`config.mk`:
```
export PLATFORM = sky130hd
export DESIGN_NAME = lphs_mod
export DESIGN_NICKNAME = d
export VERILOG_FILES = /design/src/rtl/lphs_pkg.sv /design/src/rtl/lphs_mod.sv
export SDC_FILE = /design/constraint.sdc
export NUM_CORES = 1
export LEC_CHECK = 0
export ABC_CLOCK_PERIOD_IN_PS = 8100
export BUFFER_PORTS_ARGS = -buffer_cell sky130_fd_sc_hd__buf_4
export CAP_MARGIN = 20
export CELL_PAD_IN_SITES_DETAIL_PLACEMENT = 1
export CELL_PAD_IN_SITES_GLOBAL_PLACEMENT = 2
export CORE_AREA = 2 2 105 107
export CTS_CLUSTER_SIZE = 40
export DETAILED_ROUTE_END_ITERATION = 8
export DIE_AREA = 0 0 107 109
export PLACE_DENSITY = 0.82
export SETUP_SLACK_MARGIN = 0.05
export SYNTH_ARGS = -nofsm -noshare
export SYNTH_HDL_FRONTEND = slang
export SYNTH_SLANG_ARGS = --single-unit
```
`constraint.sdc`:
```
create_clock -name clk -period 8.1 [get_ports clk]
set_input_delay 1.215 -clock clk [delete_from_list [all_inputs] [get_ports clk]]
set_output_delay 1.215 -clock clk [all_outputs]
set_load 0.05 [all_outputs]
```
`src/rtl/lphs_pkg.sv`:
```
// Shared types and constants for the linear probe hash set.
// No dependencies; imported by every other file of the block.
package lphs_pkg;

    localparam int SLOTS     = 256;
    localparam int KEY_BITS  = 32;
    localparam int HASH_W    = 32;
    localparam int IDX_W     = $clog2(SLOTS);
    localparam int CAP_W     = IDX_W + 1;
    localparam int CNT_W     = IDX_W + 1;
    localparam int DIV_BITS  = 4;
    localparam int DIV_STEPS = HASH_W / DIV_BITS;
    localparam int STEP_W    = $clog2(DIV_STEPS);

    localparam logic [CAP_W-1:0] CAP_RESET = CAP_W'(SLOTS);

    typedef enum logic [1:0] {
        KIND_FIND   = 2'd0,
        KIND_INSERT = 2'd1,
        KIND_REMOVE = 2'd2,
        KIND_CLEAR  = 2'd3
    } kind_t;

    typedef enum logic [1:0] {
        STAT_OK   = 2'd0,
        STAT_MISS = 2'd1,
        STAT_FULL = 2'd2
    } status_t;

    typedef enum logic [2:0] {
        S_IDLE,
        S_DIV,
        S_PROBE,
        S_COMMIT,
        S_RESP
    } state_t;

    typedef enum logic [1:0] {
        OUT_MATCH,
        OUT_FREE,
        OUT_NONE
    } outcome_t;

    typedef struct packed {
        logic                rd_en;
        logic [IDX_W-1:0]    rd_addr;
        logic                wr_en;
        logic [IDX_W-1:0]    wr_addr;
        logic                wr_used;
        logic [KEY_BITS-1:0] wr_key;
        logic                clr;
    } mem_req_t;

    typedef struct packed {
        logic                valid;
        logic                used;
        logic [KEY_BITS-1:0] key;
    } mem_rd_t;

endpackage

```
`src/rtl/lphs_mod.sv`:
```
// Iterative remainder unit: hash modulo capacity, four dividend bits a cycle.
// Depends on lphs_pkg.
module lphs_mod import lphs_pkg::*;
(
    input  logic              clk,
    input  logic              rst_n,
    input  logic              start,
    input  logic [HASH_W-1:0] dividend,
    input  logic [CAP_W-1:0]  divisor,
    output logic              done,
    output logic [IDX_W-1:0]  rem
);

    logic              busy_reg;
    logic              done_reg;
    logic [STEP_W-1:0] step_reg;
    logic [HASH_W-1:0] num_reg;
    logic [CAP_W-1:0]  den_reg;
    logic [IDX_W-1:0]  rem_reg;
    logic [IDX_W-1:0]  rem_next;

    always_comb
    begin
        logic [CAP_W-1:0] r;
        r = CAP_W'(rem_reg);
        for (int i = 0; i < DIV_BITS; i++)
        begin
            r = {r[IDX_W-1:0], num_reg[HASH_W-1-i]};
            if (r >= den_reg)
            begin
                r = r - den_reg;
            end
        end
        rem_next = r[IDX_W-1:0];
    end

    always_ff @(posedge clk or negedge rst_n)
    begin
        if (!rst_n)
        begin
            busy_reg <= 1'b0;
            done_reg <= 1'b0;
            step_reg <= '0;
        end
        else
        begin
            done_reg <= 1'b0;
            if (start)
            begin
                busy_reg <= 1'b1;
                step_reg <= '0;
            end
            else if (busy_reg)
            begin
                step_reg <= step_reg + 1'b1;
                if (step_reg == STEP_W'(DIV_STEPS - 1))
                begin
                    busy_reg <= 1'b0;
                    done_reg <= 1'b1;
                end
            end
        end
    end

    always_ff @(posedge clk)
    begin
        if (start)
        begin
            num_reg <= dividend;
            den_reg <= divisor;
            rem_reg <= '0;
        end
        else if (busy_reg)
        begin
            num_reg <= num_reg << DIV_BITS;
            rem_reg <= rem_next;
        end
    end

    assign done = done_reg;
    assign rem  = rem_reg;

endmodule

```
Word level (Yosys, flattened, before mapping)
Index checks and enable logic that the tools add are counted.
{ "totals": {"regBits": 54, "word_cells": 31, "input_bits": 44, "out_inout_bits": 9} }
{ "op_classes": {"n_lt_le_gt_ge": 4, "n_reduce_logical": 1, "n_mux": 14, "addsub": 5, "eq_ne": 1} }
{ "ops": {"columns": ["op", "count"], "rows": [
  ["2-to-1 mux 32 bit", 2],
  ["greater-or-equal comparator 9 bit", 4],
  ["2-to-1 mux 8 bit", 4],
  ["subtractor 8 bit", 4],
  ["2-to-1 mux 1 bit", 6],
  ["2-to-1 mux 3 bit", 2],
  ["adder 3 x 1 -> 3 bit, second input constant", 1],
  ["equality test 3 bit, second input constant", 1],
  ["nonzero test 2 bit", 1]
]} }

Logic depth before layout (Yosys ltp)
{ "logic_depth": {"depth_word": 8, "depth_mapped": 34, "mapped_depth_nobuf": 33} }

Least setup slack after synthesis
No wires, ideal clock.
{ "synth_timing": {"kind": "register to register", "startpoint": "register rem_reg[0] (netlist: rem[0])", "endpoint": "register rem_reg[0] (netlist: rem[0])", "t_arrival_ns": 6.743, "setup_ns": 0.086, "n_path_buf": 2, "period_less_slack_ns": 6.828, "path_stages_with_launch": 31, "t_required_ns": 8.014, "setup_slack_ns": 1.272, "cell_sequence": "dfxtp_1 > ha_1 > nor2b_1 > o31a_1 > o21ai_1 > o21ai_2 > mux2_2 > ha_1 > nand2_1 > nor4_1 > a21o_1 > buf_1 > nor2_1 > a21oi_1 > ha_1 > o21a_1 > o31a_1 > o31a_1 > o32a_4 > buf_4 > mux2i_1 > o21a_1 > inv_1 > ha_1 > o21ai_0 > nand2b_1 > a21oi_1 > a211o_1 > nand2_1 > mux2_2 > a211oi_1"} }
{ "synth_between": {"elab_chain_len": 8, "elab_cells_between_ends": 11, "cone_classes": "add/sub (3); order compare (4); mux (4)"} }
{ "synth_lines": {"columns": ["item", "line", "rtl"], "rows": [
  ["start: declaration", "lphs_mod.sv:19", "logic [IDX_W-1:0] rem_reg;"],
  ["start signal: assignment", "lphs_mod.sv:76", "rem_reg <= rem_next;"],
  ["subtractor 8 bit / greater-or-equal comparator 9 bit (equally long branches)", "lphs_mod.sv:31, lphs_mod.sv:29", null],
  ["2-to-1 mux 8 bit *", "lphs_mod.sv:29", "if (r >= den_reg)"],
  ["subtractor 8 bit / greater-or-equal comparator 9 bit (equally long branches)", "lphs_mod.sv:31, lphs_mod.sv:29", null],
  ["2-to-1 mux 8 bit *", "lphs_mod.sv:29", null],
  ["subtractor 8 bit / greater-or-equal comparator 9 bit (equally long branches)", "lphs_mod.sv:31, lphs_mod.sv:29", null],
  ["2-to-1 mux 8 bit *", "lphs_mod.sv:29", null],
  ["greater-or-equal comparator 9 bit *", "lphs_mod.sv:29", null],
  ["2-to-1 mux 8 bit *", "lphs_mod.sv:29", null]
]} }
Every way passes the cells marked *; elsewhere a longest branch is shown, timed or not.
A chain may end at the register's enable or synchronous reset.

Final worst setup path
{ "layout_timing": {"startpoint": "register den_reg[1]", "endpoint": "register rem_reg[0] (netlist: rem[0])"} }
{ "layout_between": {"elab_chain_len": 8, "elab_cells_between_ends": 11, "cone_classes": "add/sub (3); order compare (4); mux (4)"} }
{ "layout_lines": {"columns": ["item", "line", "rtl"], "rows": [
  ["start: declaration", "lphs_mod.sv:18", "logic [CAP_W-1:0] den_reg;"],
  ["start signal: assignment", "lphs_mod.sv:70", "den_reg <= divisor;"],
  ["subtractor 8 bit / greater-or-equal comparator 9 bit (equally long branches)", "lphs_mod.sv:31, lphs_mod.sv:29", null],
  ["2-to-1 mux 8 bit", "lphs_mod.sv:29", null],
  ["subtractor 8 bit / greater-or-equal comparator 9 bit (equally long branches)", "lphs_mod.sv:31, lphs_mod.sv:29", null],
  ["2-to-1 mux 8 bit", "lphs_mod.sv:29", null],
  ["subtractor 8 bit / greater-or-equal comparator 9 bit (equally long branches)", "lphs_mod.sv:31, lphs_mod.sv:29", null],
  ["2-to-1 mux 8 bit", "lphs_mod.sv:29", null],
  ["greater-or-equal comparator 9 bit *", "lphs_mod.sv:29", null],
  ["2-to-1 mux 8 bit *", "lphs_mod.sv:29", null]
]} }
Marked as above.

==> impl_metrics.ini <==
[finish]
layout-drive-gt1-share_pct = 25.5
syn_to_final_growth_pct = 17.5
diodes = 0
fin_nets = 520
num-fill-cells = 1203
largest_reg_flops = 32

[sta]
grt_setup_unrepaired = false
post-route-period-util_pct = 92.5
max-slew-margin-rel_pct = 45.9
finalClockSkew_ns = 0.0133
worst_hold_slack_ns = 0.547
fin_crit_ns = 7.49
timing.fmax_mhz = 133
worstMarginPinSlew_ns = 0.792
finalSetupViolCount = 0
fin_setup_tns_ns = 0
finalHoldViolCount = 0
drv_slew = 0

[global_route]
grt_pass1_vias = 3335
gr-usage-met3_pct = 3.41
met1_usage_pct = 24.0
grt_pass1_wl_mm = 17.3
antenna_found_initial = 0
grt.total_usage_pct = 19.3
overflow = 0
grt_start_max_net_pins = 53
grtUsageMet2_pct = 35.3
busiest_layer = met2

[floorplanning]
fp-row-count = 38
core_mm2 = 0.0106
die_x_um = 107
die_h_um = 109
initial_core_util_pct = 37.2
ioPinCount = 53
die-area_mm2 = 0.0117

[synthesis]
ys_seq_elements = 54
synthSimpleGateAreaFrac_pct = 10.8
yosysWarnings = 0
synthXorXnorAreaFrac_pct = 2.88
synth.distinct_cells = 54
synthArstFlopShare_pct = 9.26
syn-mean-instance-area_um2 = 10.4
synth_edf_count = 41
synthFlopType = edfxtp_1
synth_cells = 380
syn_nets = 466
synth_top_family_by_area = compound AO/OA/AOI/OAI gates
synthAdderAreaFrac_pct = 14.1
ys_seq_area_share_pct = 38.4
syn_area_mm2 = 0.00395
synth-compound-area-share_pct = 17.5
muxShareOfSynthArea_pct = 12.5

[setup_path]
cp_common_cell = ha_1
required_ns = 8.34
r2r_slack_ns = 0.61
end_kind = flop
startpoint_type = flop
cp_num_buf_inv = 1
critPathMaxStageDelay_ns = 0.72
crit_path_max_fanout = 14
r2r_start = den_reg[1]
worstReg2RegEnd = rem[0]
critPathSlowestCell = a2111oi_0
crit_arrival_ns = 7.73
critPathKind = flop to flop
r2r_cells = 26
cp_top_family = compound AO/OA/AOI/OAI gates

[cts]
cts_tree = done
clkLatencyLatePin_ns = 0.32
cts_sinks = 54
clockBufferDepth = 2
clkSlewWorstSetupHoldPaths_ns = 0.11
cts_max_level = 2
ctsHoldBuffers = 0
cts_buffers = 5
cts-root-buf = clkbuf_8

[route]
drcViolationCount = 0
routedWlPerCell_um = 18.5
viasPerCell = 5.46
drt_pass1_iterations = 4
vias = 3139
drtIter0Drc = 143
wl_mm = 10.6
ant_nets = 0

[placed_design]
io_buffers = 52
dp_hpwl_mm = 8.27
place.gp.congestion = 0.908

[hold_path]
holdPathEnd = step_reg[2]
hp-class = flop to flop
worstHoldStart = step_reg[2]
holdPathStages = 2

[status]
status = completed

[job]
cap_violations = 0
==> layout by cell type (no fill, tap or decap), types with 6 or more instances in the layout <==
cell      synthesis  layout
buf_4             1      57
edfxtp_1         41      41
ha_1             38      38
mux2_2           34      34
inv_1            29      28
nor2_1           26      26
a21oi_1          25      24
o21ai_0          19      19
nand2_1          17      17
o21a_1           13      13
xnor2_1          10      10
nor2b_1           8       8
nor3_1            8       8
mux2i_1           9       8
dfxtp_1           8       8
o21bai_1          7       7
nand4_1           6       6
nand2b_1          6       6
==> synthesized netlist by cell type, drive strengths merged, types with 5 or more instances <==
| cell | instances | area share, % |
|---|---|---|
| mux2i | 10 | 2.9 |
| o22ai | 6 | 1.1 |
| nor2 | 26 | 2.5 |
| o21ai | 21 | 2.8 |
| inv | 29 | 2.8 |
| nor3 | 8 | 1.0 |
| a21oi | 25 | 3.2 |
| nor2b | 8 | 1.3 |
| xnor2 | 10 | 2.2 |
| ha | 38 | 12 |
| clkbuf | 7 | 0.67 |
| dfrtp | 5 | 3.2 |
| nand2 | 17 | 1.6 |
| dfxtp | 8 | 4.1 |
| o21a | 13 | 2.5 |
| edfxtp | 41 | 31 |
| o21bai | 7 | 1.3 |
| mux2 | 34 | 9.7 |
| nand2b | 6 | 0.95 |
| nand4 | 6 | 0.95 |
==> worst min-delay path, cell delays in order (launching register included) <==
cell and delay (ns):
dfrtp_1 0.37, mux2i_1 0.07, nor2_1 0.08
==> metrics by stage <==
stage | utilization (%) | instance area, µm² | setup slack, ns | std cells
floorplan | - | 3950 | 1.27 | 380
global placement | 42.3 | 4490 | 0.440 | 564
detailed placement | 42.3 | 4490 | 0.258 | 564
finish | 43.8 | 4640 | 0.607 | 575
CTS | 43.4 | 4600 | 0.215 | 572
global route | 43.8 | 4640 | 0.0571 | 575
==> cells by family (layout without fill, tap and decap cells) <==
| family | after synthesis | after routing |
|---|---|---|
| AOI/OAI and AO/OA | 101 | 101 |
| and+or+nand+nor | 87 | 87 |
| DFF | 54 | 54 |
| muxes | 44 | 44 |
| adders and majority gates | 42 | 42 |
| buffers and inverters | 39 | 94 |
| xor gates and xnor gates | 13 | 13 |
==> layout make-up <==
cell class | instances | area (µm²) | area share, %
tap | 140 | 175 | 3.77
clock buffer | 6 | 72.6 | 1.56
multi-input combinational | 287 | 2300 | 49.6
clock inverter | 2 | 37.5 | 0.809
sequential | 54 | 1520 | 32.7
timing repair buffer | 57 | 428 | 9.22
inverter | 29 | 109 | 2.35
==> worst max-delay path by stage <==
| stage | start | to | slack, ns | cells past startpoint |
|---|---|---|---|---|
| 3_5_place_dp | den_reg[1] | rem[0] | 0.26 | 30 |
| 4_1_cts | den_reg[1] | rem[0] | 0.21 | 30 |
| 3_3_place_gp | den_reg[1] | rem[0] | 0.44 | 30 |
| 6_report | den_reg[1] | rem[0] | 0.61 | 26 |
| 2_1_floorplan | rem[0] | rem[0] | 1.27 | 30 |
| 5_1_grt | den_reg[1] | rem[0] | 0.06 | 31 |
==> per-layer routing <==
layer	up-vias	share of wire [%]
met5	-	0
met4	0	0.36
met3	4	4.1
met2	59	51
met1	1554	44
li1	1522	-
==> what timing repair did <==
| item | 4_1_cts | 5_1_grt |
|---|---|---|
| setup endpoints to repair | 0 | 8 |
| hold endpoints to repair | 0 | 0 |
| setup buffers | 0 | 3 |
| gates resized for setup | 0 | 6 |
Power is not shown: default switching activity piles up to over one toggle a cycle in this logic, so the estimate is an artifact.
